## config.mk

```make
export PLATFORM = sky130hd
export DESIGN_NAME = event_flag_group
export DESIGN_NICKNAME = d
export VERILOG_FILES = /design/src/hdl/efg_pkg.sv /design/src/hdl/efg_ctrl.sv /design/src/hdl/efg_dp.sv /design/src/hdl/event_flag_group.sv
export SDC_FILE = /design/constraint.sdc
export NUM_CORES = 1
export LEC_CHECK = 0
export ABC_AREA = 1
export ABC_CLOCK_PERIOD_IN_PS = 5100
export BUFFER_PORTS_ARGS = -buffer_cell sky130_fd_sc_hd__buf_2
export CORE_ASPECT_RATIO = 2
export CORE_MARGIN = 5
export CORE_UTILIZATION = 25
export DETAILED_ROUTE_END_ITERATION = 10
export GPL_TIMING_DRIVEN = 1
export SLEW_MARGIN = 5
export SYNTH_ARGS = -nofsm -noshare
export SYNTH_HDL_FRONTEND = slang
export SYNTH_SLANG_ARGS = --single-unit
```

## constraint.sdc

```tcl
create_clock -name clk -period 5.1 [get_ports clk]
set_input_delay 0.255 -clock clk [delete_from_list [all_inputs] [get_ports clk]]
set_output_delay 0.255 -clock clk [all_outputs]
set_load 0.03 [all_outputs]
```

## src/hdl/efg_pkg.sv

```systemverilog
package efg_pkg;

	localparam int unsigned FLAG_WIDTH_DEF   = 32;
	localparam int unsigned WAITER_SLOTS_DEF = 8;

	// opcode field; the spare code 7 is a no-op answered with success
	typedef enum logic [2:0] {
		OP_INIT   = 3'd0,
		OP_TAKE   = 3'd1,
		OP_WAIT   = 3'd2,
		OP_GIVE   = 3'd3,
		OP_CLEAR  = 3'd4,
		OP_KILL   = 3'd5,
		OP_CANCEL = 3'd6
	} op_t;

	typedef enum logic [1:0] {
		STS_OK     = 2'd0,
		STS_UNSAT  = 2'd1,
		STS_STOP   = 2'd2,
		STS_QUEUED = 2'd3
	} sts_t;

	typedef enum logic {
		KIND_STATUS = 1'b0,
		KIND_WAKE   = 1'b1
	} kind_t;

	typedef struct packed {
		logic load;
		logic exec;
		logic scan;
		logic fin;
	} efg_cmd_t;

	typedef struct packed {
		logic       out_free;
		logic [2:0] op;
		logic       cancel_hit;
		logic       scan_hit;
		logic       scan_done;
	} efg_stat_t;

	// slot_id modulo the slot count by repeated subtraction (value < 8)
	function automatic logic [2:0] slot_wrap(input logic [2:0] v, input int unsigned n);
		logic [5:0] r;
		r = {3'b000, v};
		for (int k = 0; k < 8; k++) begin
			if ({26'd0, r} >= n) begin
				r = r - 6'(n);
			end
		end
		return r[2:0];
	endfunction

endpackage

```

## src/hdl/efg_ctrl.sv

```systemverilog
module efg_ctrl
	import efg_pkg::*;
(
	input  logic      clk,
	input  logic      arst_n,
	input  logic      in_valid,
	output logic      in_ready,
	input  efg_stat_t stat,
	output efg_cmd_t  cmd
);

	typedef enum logic [3:0] {
		S_IDLE = 4'b0001,
		S_EXEC = 4'b0010,
		S_SCAN = 4'b0100,
		S_FIN  = 4'b1000
	} state_t;

	state_t state_q, state_d;

	always_comb begin
		state_d  = state_q;
		cmd      = '0;
		in_ready = 1'b0;
		case (state_q)
			S_IDLE: begin
				in_ready = 1'b1;
				if (in_valid) begin
					cmd.load = 1'b1;
					state_d  = S_EXEC;
				end
			end
			S_EXEC: begin
				if (stat.out_free) begin
					cmd.exec = 1'b1;
					if (stat.op == OP_GIVE || stat.op == OP_KILL) begin
						state_d = S_SCAN;
					end else if (stat.op == OP_CANCEL && stat.cancel_hit) begin
						state_d = S_FIN;
					end else begin
						state_d = S_IDLE;
					end
				end
			end
			S_SCAN: begin
				// a slot that produces no notice steps on without the output
				if (!stat.scan_hit || stat.out_free) begin
					cmd.scan = 1'b1;
					if (stat.scan_done) begin
						state_d = S_FIN;
					end
				end
			end
			S_FIN: begin
				if (stat.out_free) begin
					cmd.fin = 1'b1;
					state_d = S_IDLE;
				end
			end
			default: begin
				state_d = S_IDLE;
			end
		endcase
	end

	always_ff @(posedge clk or negedge arst_n) begin
		if (!arst_n) begin
			state_q <= S_IDLE;
		end else begin
			state_q <= state_d;
		end
	end

endmodule

```

## src/hdl/efg_dp.sv

```systemverilog
module efg_dp
	import efg_pkg::*;
#(
	parameter int unsigned FLAG_WIDTH   = FLAG_WIDTH_DEF,
	parameter int unsigned WAITER_SLOTS = WAITER_SLOTS_DEF
) (
	input  logic                  clk,
	input  logic                  arst_n,
	input  efg_cmd_t              cmd,
	output efg_stat_t             stat,
	input  logic [2:0]            in_op,
	input  logic [FLAG_WIDTH-1:0] in_bits,
	input  logic                  in_all,
	input  logic                  in_ign,
	input  logic                  in_keep,
	input  logic [2:0]            in_slot,
	input  logic                  out_ready,
	output logic                  out_valid,
	output logic                  out_kind,
	output logic [1:0]            out_status,
	output logic [2:0]            out_slot,
	output logic [FLAG_WIDTH-1:0] out_value,
	output logic                  out_last
);

	localparam int unsigned SW = (WAITER_SLOTS > 1) ? $clog2(WAITER_SLOTS) : 1;

	// latched request
	logic [2:0]            op_q;
	logic [FLAG_WIDTH-1:0] bits_q;
	logic                  all_q, ign_q, keep_q;
	logic [SW-1:0]         slot_q;

	// group state
	logic [FLAG_WIDTH-1:0]   flag_q;
	logic [FLAG_WIDTH-1:0]   snap_q;
	logic [WAITER_SLOTS-1:0] valid_q;
	logic [FLAG_WIDTH-1:0]   miss_q [WAITER_SLOTS];
	logic [WAITER_SLOTS-1:0] allm_q;
	logic [WAITER_SLOTS-1:0] keepm_q;
	logic [SW-1:0]           idx_q;

	// output word register
	logic                  ovld_q;
	logic                  okind_q;
	logic [1:0]            osts_q;
	logic [2:0]            oslot_q;
	logic [FLAG_WIDTH-1:0] oval_q;
	logic                  olast_q;

	logic                  out_free;
	logic [FLAG_WIDTH-1:0] req_miss;
	logic                  req_ok;
	logic [FLAG_WIDTH-1:0] req_flag;
	logic [FLAG_WIDTH-1:0] cur_miss;
	logic [FLAG_WIDTH-1:0] new_miss;
	logic                  g_hit;
	logic                  g_wake;
	logic                  scan_hit;

	logic                  e_en;
	kind_t                 e_kind;
	sts_t                  e_sts;
	logic [2:0]            e_slot;
	logic [FLAG_WIDTH-1:0] e_val;
	logic                  e_last;

	assign out_free = !ovld_q || out_ready;

	assign req_miss = ign_q ? bits_q : (bits_q & ~flag_q);
	assign req_ok   = !((|req_miss) && (all_q || req_miss == bits_q));
	assign req_flag = keep_q ? flag_q : (flag_q & ~bits_q);

	assign cur_miss = miss_q[idx_q];
	assign new_miss = cur_miss & ~snap_q;
	assign g_hit    = valid_q[idx_q] && (|(cur_miss & snap_q));
	assign g_wake   = g_hit && (!(|new_miss) || !allm_q[idx_q]);
	assign scan_hit = (op_q == OP_GIVE) ? g_wake : valid_q[idx_q];

	assign stat.out_free   = out_free;
	assign stat.op         = op_q;
	assign stat.cancel_hit = valid_q[slot_q];
	assign stat.scan_hit   = scan_hit;
	assign stat.scan_done  = (idx_q == SW'(WAITER_SLOTS - 1));

	always_comb begin
		e_en   = 1'b0;
		e_kind = KIND_STATUS;
		e_sts  = STS_OK;
		e_slot = 3'd0;
		e_val  = '0;
		e_last = 1'b1;
		if (cmd.exec) begin
			case (op_q)
				OP_INIT: begin
					e_en = 1'b1;
				end
				OP_TAKE: begin
					e_en  = 1'b1;
					e_sts = req_ok ? STS_OK : STS_UNSAT;
				end
				OP_WAIT: begin
					e_en  = 1'b1;
					e_sts = req_ok ? STS_OK : STS_QUEUED;
				end
				OP_GIVE: begin
					e_en = 1'b0;
				end
				OP_CLEAR: begin
					e_en  = 1'b1;
					e_val = flag_q;
				end
				OP_KILL: begin
					e_en = 1'b0;
				end
				OP_CANCEL: begin
					e_en = 1'b1;
					if (valid_q[slot_q]) begin
						e_kind = KIND_WAKE;
						e_sts  = STS_UNSAT;
						e_slot = 3'(slot_q);
						e_last = 1'b0;
					end else begin
						e_sts = STS_UNSAT;
					end
				end
				default: begin
					e_en = 1'b1;
				end
			endcase
		end else if (cmd.scan) begin
			if (scan_hit) begin
				e_en   = 1'b1;
				e_kind = KIND_WAKE;
				e_sts  = (op_q == OP_GIVE) ? STS_OK : STS_STOP;
				e_slot = 3'(idx_q);
				e_last = 1'b0;
			end
		end else if (cmd.fin) begin
			e_en  = 1'b1;
			e_val = (op_q == OP_GIVE) ? flag_q : '0;
		end
	end

	always_ff @(posedge clk) begin
		if (cmd.load) begin
			op_q   <= in_op;
			bits_q <= in_bits;
			all_q  <= in_all;
			ign_q  <= in_ign;
			keep_q <= in_keep;
			slot_q <= SW'(slot_wrap(in_slot, WAITER_SLOTS));
		end
		if (cmd.exec && op_q == OP_GIVE) begin
			snap_q <= flag_q | bits_q;
		end
	end

	always_ff @(posedge clk or negedge arst_n) begin
		if (!arst_n) begin
			flag_q  <= '0;
			valid_q <= '0;
			idx_q   <= '0;
		end else if (cmd.exec) begin
			idx_q <= '0;
			case (op_q)
				OP_INIT: begin
					flag_q  <= bits_q;
					valid_q <= '0;
				end
				OP_TAKE: begin
					flag_q <= req_flag;
				end
				OP_WAIT: begin
					flag_q <= req_flag;
					if (!req_ok) begin
						valid_q[slot_q] <= 1'b1;
					end
				end
				OP_GIVE: begin
					flag_q <= flag_q | bits_q;
				end
				OP_CLEAR: begin
					flag_q <= flag_q & ~bits_q;
				end
				OP_CANCEL: begin
					valid_q[slot_q] <= 1'b0;
				end
				default: begin
					flag_q <= flag_q;
				end
			endcase
		end else if (cmd.scan) begin
			idx_q <= idx_q + 1'b1;
			if (op_q == OP_GIVE) begin
				if (g_hit && !keepm_q[idx_q]) begin
					flag_q <= flag_q & ~cur_miss;
				end
				if (g_wake) begin
					valid_q[idx_q] <= 1'b0;
				end
			end else begin
				valid_q[idx_q] <= 1'b0;
			end
		end
	end

	// slot records: written by a failed wait, narrowed during a give scan
	always_ff @(posedge clk) begin
		if (cmd.exec && op_q == OP_WAIT && !req_ok) begin
			miss_q[slot_q]  <= req_miss;
			allm_q[slot_q]  <= all_q;
			keepm_q[slot_q] <= keep_q;
		end else if (cmd.scan && op_q == OP_GIVE && g_hit) begin
			miss_q[idx_q] <= new_miss;
		end
	end

	always_ff @(posedge clk or negedge arst_n) begin
		if (!arst_n) begin
			ovld_q <= 1'b0;
		end else if (e_en) begin
			ovld_q <= 1'b1;
		end else if (out_ready) begin
			ovld_q <= 1'b0;
		end
	end

	always_ff @(posedge clk) begin
		if (e_en) begin
			okind_q <= e_kind;
			osts_q  <= e_sts;
			oslot_q <= e_slot;
			oval_q  <= e_val;
			olast_q <= e_last;
		end
	end

	assign out_valid  = ovld_q;
	assign out_kind   = okind_q;
	assign out_status = osts_q;
	assign out_slot   = oslot_q;
	assign out_value  = oval_q;
	assign out_last   = olast_q;

endmodule

```

## src/hdl/event_flag_group.sv

```systemverilog
// A request is latched when accepted and executed once the output register is free.
// Give and kill then step through the waiter slots one per cycle, holding on a slot
// whose wake notice waits for the output, and close with a status word.
// A cancel that frees a slot sends a wake notice and then its status word. No new item
// is accepted until the last one is through.
// Reset (arst_n low) clears the flag word, all slot valid bits and the output valid bit.
module event_flag_group
	import efg_pkg::*;
#(
	parameter int unsigned FLAG_WIDTH   = FLAG_WIDTH_DEF,
	parameter int unsigned WAITER_SLOTS = WAITER_SLOTS_DEF,
	localparam int unsigned IN_DW  = ((FLAG_WIDTH + 6 + 7) / 8) * 8,
	localparam int unsigned OUT_DW = ((FLAG_WIDTH + 5 + 7) / 8) * 8
) (
	input  logic              clk,
	input  logic              arst_n,
	input  logic              s_tvalid,
	output logic              s_tready,
	// flag_bits, wait_all, ignore_current, keep_flags, slot_id[2:0], zero pad
	input  logic [IN_DW-1:0]  s_tdata,
	// opcode[2:0]
	input  logic [2:0]        s_tuser,
	output logic              m_tvalid,
	input  logic              m_tready,
	// status[1:0], woken_slot[2:0], flag_value, zero pad
	output logic [OUT_DW-1:0] m_tdata,
	// kind
	output logic [0:0]        m_tuser,
	output logic              m_tlast
);

	efg_cmd_t              cmd;
	efg_stat_t             stat;
	logic                  o_kind;
	logic [1:0]            o_status;
	logic [2:0]            o_slot;
	logic [FLAG_WIDTH-1:0] o_value;

	efg_ctrl u_ctrl (
		.clk      (clk),
		.arst_n   (arst_n),
		.in_valid (s_tvalid),
		.in_ready (s_tready),
		.stat     (stat),
		.cmd      (cmd)
	);

	efg_dp #(
		.FLAG_WIDTH   (FLAG_WIDTH),
		.WAITER_SLOTS (WAITER_SLOTS)
	) u_dp (
		.clk        (clk),
		.arst_n     (arst_n),
		.cmd        (cmd),
		.stat       (stat),
		.in_op      (s_tuser),
		.in_bits    (s_tdata[FLAG_WIDTH-1:0]),
		.in_all     (s_tdata[FLAG_WIDTH]),
		.in_ign     (s_tdata[FLAG_WIDTH+1]),
		.in_keep    (s_tdata[FLAG_WIDTH+2]),
		.in_slot    (s_tdata[FLAG_WIDTH+5:FLAG_WIDTH+3]),
		.out_ready  (m_tready),
		.out_valid  (m_tvalid),
		.out_kind   (o_kind),
		.out_status (o_status),
		.out_slot   (o_slot),
		.out_value  (o_value),
		.out_last   (m_tlast)
	);

	assign m_tdata    = OUT_DW'({o_value, o_slot, o_status});
	assign m_tuser[0] = o_kind;

`ifndef SYNTHESIS
	// only the caller status closes an item; wake notices never do
	a_last_is_status: assert property (@(posedge clk) disable iff (!arst_n)
		m_tvalid |-> (m_tlast != m_tuser[0]))
		else $error("last flag and word kind disagree");

	// one item at a time: no second word is taken right after an accept
	a_one_item: assert property (@(posedge clk) disable iff (!arst_n)
		(s_tvalid && s_tready) |=> !s_tready)
		else $error("input taken while an item is in progress");

	a_wake_slot: assert property (@(posedge clk) disable iff (!arst_n)
		(m_tvalid && m_tuser[0]) |-> (int'(m_tdata[4:2]) < WAITER_SLOTS))
		else $error("woken slot out of range");
`endif

endmodule
```

* Word-level counts from Yosys, hierarchy flattened *
Memories as Yosys holds them, arrays and structs flattened.
Index checks and enable logic that the tools add are counted.

cells by class
  add/sub/neg operators = 1
  $mul = 0
  div/mod/pow operators = 0
  magnitude comparators = 4
  eq/ne operators = 21
  shift-type cells = 0
  muxes and demuxes = 87
  bitwise operators = 15
  reductions and logical operators = 37

operators with widths
  kind                                                number
  two-way mux 32 bit                                  12
  AND 32 bit                                          5
  inverter 32 bit                                     4
  case mux 32 bit (4 select lines)                    1
  OR reduction 32 bit                                 4
  two-way mux 8 bit                                   5
  two-way mux 1 bit                                   38
  == test 32 bit                                      1
  OR 32 bit                                           1
  two-way mux 4 bit                                   7
  two-way mux 3 bit                                   8
  case mux 8 bit (3 select lines)                     1
  AND 8 bit                                           2
  bitwise mux 8 bit                                   2
  inverter 8 bit                                      2
  case mux 4 bit (4 select lines)                     1
  binary-select mux 1 bit (select 3 bit)              4
  == test 3 bit, second input constant                4
  logical AND 1 bit                                   12
  two-way mux 2 bit                                   5
  AND reduction 5 bit                                 2
  < comparator 3 x 4 -> 1 bit, second input constant  2
  OR 8 bit                                            1
  nonzero test 2 bit                                  4
  21 further kinds                                    37

storage, ports and cells
  bits in registers = 176
  bits in latches = 0
  RAM bits = 256
  memory bits (read-only) = 0
  bits of input ports = 47
  output and inout bits = 44
  word-level logic and storage cells = 185
  memories = 1

memories
  name         words  width  rd ports  clocked after Yosys merged registers in  write ports  RTL line      RTL
  u_dp.miss_q  8      32     1         0                                        1            efg_dp.sv:38  logic [FLAG_WIDTH-1:0] miss_q [WAITER_SLOTS];

* Depth between registers and ports, before layout *
  word-level depth = 18
  gate-level depth with buffers = 25
  mapped depth without buffers = 22

* Hierarchy *
A second synthesis with hierarchy kept.

second synthesis, totals
  cell total of the unflattened synthesis = 2129
  area total of the unflattened synthesis = 20313.2 µm²

modules (own cells, without submodules)
  module            times used  cells each  area an instance (µm²)  seq. area each (µm²)
  efg_dp            1           2065        19922.9                 12632.1
  efg_ctrl          1           60          364.1                   101.3
  event_flag_group  1           4           26.3                    0.0

* Worst setup path after synthesis *
No wires, ideal clock.

  path kind = reg2reg
  start point = register u_dp.idx_q[0]
  end point = memory u_dp.miss_q[3][0] (netlist bit), enable pin
  arrival = 3680 ps
  slack = 999 ps
  cell stages (with the launch flop) = 22
  clock period less this slack = 4101 ps
  path through = dfrtp_1 buf_6 buf_6 or2_2 nand3_1 nand2_1 inv_1 nand2_1 nand2_1 nand2_1 nor2_1 nand2_1 nor2_2 a21oi_1 nand2_1 nand2_2 nand2_4 nand3_2 buf_4 nand2_1 nand3_1 nor2_1

on the way
  cells in the longest elaborated chain, start to end = 18
  elaborated cells on any way between the ends = 27
  those cells by class = mux: 12; bitwise: 2; reduce/logical: 12; memory: 1

RTL lines
  item                                                              RTL line        RTL
  start: declaration                                                efg_dp.sv:41    logic [SW-1:0] idx_q;
  start signal: assignment                                          efg_dp.sv:194   idx_q <= idx_q + 1'b1;
  memory read (8 x 32 bit)                                          --
  AND 32 bit                                                        efg_dp.sv:75    assign new_miss = cur_miss & ~snap_q;
  OR reduction 32 bit                                               efg_dp.sv:77    assign g_wake = g_hit && (!(|new_miss) || !allm_q[idx_q]);
  logical NOT 1 bit                                                 efg_dp.sv:77
  logical OR 1 bit                                                  efg_dp.sv:77
  logical AND 1 bit                                                 efg_dp.sv:77
  two-way mux 1 bit                                                 efg_dp.sv:78    assign scan_hit = (op_q == OP_GIVE) ? g_wake : valid_q[idx_q];
  logical NOT 1 bit                                                 efg_ctrl.sv:47  if (!stat.scan_hit || stat.out_free) begin
  logical OR 1 bit                                                  efg_ctrl.sv:47
  two-way mux 1 bit                                                 efg_ctrl.sv:47
  two-way mux 1 bit                                                 efg_ctrl.sv:25  case (state_q)
  logical AND 1 bit (2 in a row)                                    efg_dp.sv:214   end else if (cmd.scan && op_q == OP_GIVE && g_hit) begin
  two-way mux 1 bit                                                 efg_dp.sv:214
  two-way mux 1 bit                                                 efg_dp.sv:210   if (cmd.exec && op_q == OP_WAIT && !req_ok) begin
  two-way mux 1 bit (not written as such)                           efg_dp.sv:215   miss_q[idx_q] <= new_miss;
  OR reduction 32 bit (no line)                                     --
  two-way mux 3 bit (no line) or two-way mux 1 bit (tied branches)  --
  end: declaration                                                  efg_dp.sv:38

Parallel ways exist; a longest one is shown, timed or not. The select of a mux whose other input is x is not followed.

* Worst setup path after layout *
  start point = register u_dp.idx_q[2]
  end point = memory u_dp.miss_q[0][29] (netlist bit), enable pin

The elaborated chain is that of the path after synthesis.

==> results.yml <==
outcome:
  status: "finished clean"
sta:
  setup_viol_count_final: 0
  post-route-period-util: 0.924
  max_freq_ghz: 0.212
  hold_violations: 0
  skew_ns: 0.0176
  worst_slack_ns: 0.389
  fin_crit_ns: 4.71
  rsz0062_at_grt: "no"
  setup-tns-final_ns: 0
  drv_slew: 0
  worst_slew_pin_slew_ns: 1.07
  maxSlewHeadroom: 0.282
clock_tree:
  cts-root-buf: "clkbuf_16"
  cts_resized: 0
  cts.clk_slew.worst_paths_ns: 0.08
  clk_latency_ns: 0.62
  cts_tree: "done"
  htree_levels: 1
  cts_made_buffers: 31
  clk_path_buf_depth: 3
  cts_sinks: 432
route:
  dr.pass1.iters: 5
  initialDrtViolationCount: 730
  via_per_inst: 4.48
  wl_per_cell_um: 16.7
  ant_nets: 0
  post-route-drc-count: 0
  num_vias: 14600
  drt-total-wl_um: 54600
yosys:
  ys_ff_latch: 432
  synth_cell_types: 47
  synth_edf_count: 384
  synthFlopType: "edfxtp_1"
  synthXorXnorAreaFrac: 0
  ys_warn_count: 0
  postSynthAreaPerCell_um2: 9.83
  syn-cell-area_um2: 20100
  synth-simple-area-share: 0.187
  postSynthCellCount: 2043
  synth_compound_area_frac: 0.0886
  synth.mux.area_fraction: 0
  synth_top_family_by_area: "simple AND/OR/NAND/NOR gates"
  synthArstFlopShare: 0.111
  synth_fa_ha_area_frac: 0.00125
  synth_seq_area_share: 0.634
critical_path:
  cp.required_ns: 5.41
  crit_family: "simple AND/OR/NAND/NOR gates"
  end_kind: "register"
  crit_arrival_ns: 5.02
  path_max_fanout: 18
  start_kind: "register"
  path_cells: "inv_2 > nor2_4 > buf_12 > buf_12 > nand3_1 > nand4_1 > nand2_1 > nand2_1 > nor2_1 > nand2_1 > nor2_1 > nand2_1 > nand2_1 > nand2_1 > nand2_2 > nand2_4 > nand3_2 > nand2_1 > nand2_1 > nand2_1 > buf_4 > nor2_4 > buf_12"
  max_stage_delay_ns: 0.65
  crit_top_cell: "nand2_1"
  crit_slowest_cell: "nor2_4"
  crit_buf_inv: 5
  critPathKind: "register to register"
global_routing:
  met3_usage: 0.00717
  grt_pass1_vias: 14500
  grt_pass1_wl_um: 83300
  antenna_found_initial: 0
  grt_overflow: 0
  grt_max_degree: 65
  met1_usage: 0.128
  use_met2: 0.239
  track_usage: 0.123
  grt_most_used_layer: "met2"
cells_and_area:
  diodes: 0
  drive_gt1_frac: 0.122
  fin_nets: 2240
  final_cell_mix: "nand2_1, edfxtp_1, inv_1, nor2_1, nand3_1"
  layout_commonest_cell: "nand2_1"
  instances_no_fill: 3258
  synthToLayoutAreaGrowth_pct: 17.1
  final_area_um2: 23500
power_and_ir_drop:
  p_per_area_nw_per_um2: 495
  peakVddDrop_uv: 441
  p_total_mw: 11.6
  power.leakage_nw: 9.66
placed_design:
  placed_cells: 3158
  dpl_worst_slack_ns: 0.393
  placed_area_um2: 22100
  routabilityCongestion: 0.894
  hpwl_um: 39400
  io_buffer_count: 85
floorplanning:
  die_area_um2: 86400
  start_util: 0.251
  io-pin-count: 91
  core_area_um2: 80000
  die_h_um: 411
  die_w_um: 210
  rows: 147
hold_path:
  hold_path_class: "primary input to register"
flow_run:
  max_cap_violations: 0
-- layer usage --
metal / routed length [um] / share of wire / up-vias
met5: 0 / 0 / -
met4: 3470 / 0.064 / 0
met3: 1980 / 0.036 / 123
met2: 29600 / 0.54 / 404
met1: 19500 / 0.36 / 6973
li1: - / - / 7108
-- path summary, 6_finish.rpt --
kind | to | start | slack (ns) | depth (start not counted)
max in group asynchronous | u_dp.flag_q[30] | arst_n | 4.21 | 3
max | u_dp.miss_q[0][29] | u_dp.idx_q[2] | 0.39 | 23
min in group asynchronous | u_dp.idx_q[2] | arst_n | 0.31 | 3
min | u_ctrl.state_q[1] | m_tready | 0.12 | 4
min reg2reg | u_dp.valid_q[7] | u_dp.valid_q[7] | 0.52 | 2
max reg2reg | u_dp.miss_q[0][29] | u_dp.idx_q[2] | 0.39 | 23
-- cell type report --
type | instances | area (um^2)
Tap cell | 1043 | 1310
Timing Repair Buffer | 195 | 1510
Clock inverter | 19 | 218
Fill cell | 8287 | 56500
Multi-Input combinational cell | 1191 | 5670
Clock buffer | 38 | 802
Sequential cell | 432 | 12700
Inverter | 340 | 1280
-- synth_stat cells (all sizes together) (9+ instances only) --
cell type,number,share of area
nand2,503,0.095
edfxtp,384,0.57
inv,332,0.062
o21ai,165,0.041
nor2,156,0.031
nand3,132,0.033
buf,58,0.020
dfrtp,47,0.059
a21oi,42,0.011
or2,34,0.011
nand4,27,0.0084
o22ai,25,0.0078
clkbuf,24,0.0045
o211ai,21,0.0078
nor3,15,0.0040
nor4,15,0.0050
o2111ai,15,0.0065
a211oi,9,0.0034
o21bai,9,0.0034
-- registers in the layout, indices dropped and copies added, names as in the netlist, 2 cells and up --
register	cells
u_dp.flag_q	32
u_dp.bits_q	32
u_dp.idx_q	3
u_dp.allm_q	8
u_dp.valid_q	8
u_dp.out_status	2
u_dp.keepm_q	8
u_dp.op_q	3
u_dp.out_slot	3
u_dp.slot_q	3
u_dp.snap_q	32
u_ctrl.state_q	4
u_dp.out_value	32
u_dp.miss_q	256
-- what timing repair did --
item / 4_1_cts / 5_1_grt
hold buffers: 43 / 0
setup buffers: 0 / 0
endpoints found under the hold margin: 89 / 0
-- where the power goes --
group | internal (mW) | leakage [nW] | total, mW | switching, mW
Clock | 1.34 | 0.495 | 2.59 | 1.25
Sequential | 4.38 | 4.08 | 4.62 | 0.240
Combinational | 1.30 | 5.08 | 4.44 | 3.13
Total | 7.02 | 9.66 | 11.6 | 4.63
-- metrics by stage --
stage,hold WS [ns],utilization
2_1_floorplan,-0.0406,-
3_3_place_gp,0.431,0.276
3_5_place_dp,0.433,0.276
4_1_cts,0.0999,0.294
5_1_grt,0.167,0.294
6_report,0.121,0.294
-- tightest hold or removal path, cell delays in order --
cell and delay, ns:
buf_2 0.08, nor2_1 0.14, nand2_1 0.13, o21ai_0 0.08
-- cell families (layout without fill, tap and decap cells) --
logic type	count (synthesis)	after routing
DFF	432	432
adders and majority gates	2	2
buffers and inverters	422	592
AOI/OAI and AO/OA	304	304
and+or+nand+nor	882	882
other	1	3
No activity file was read; power rests on OpenSTA's default activity.
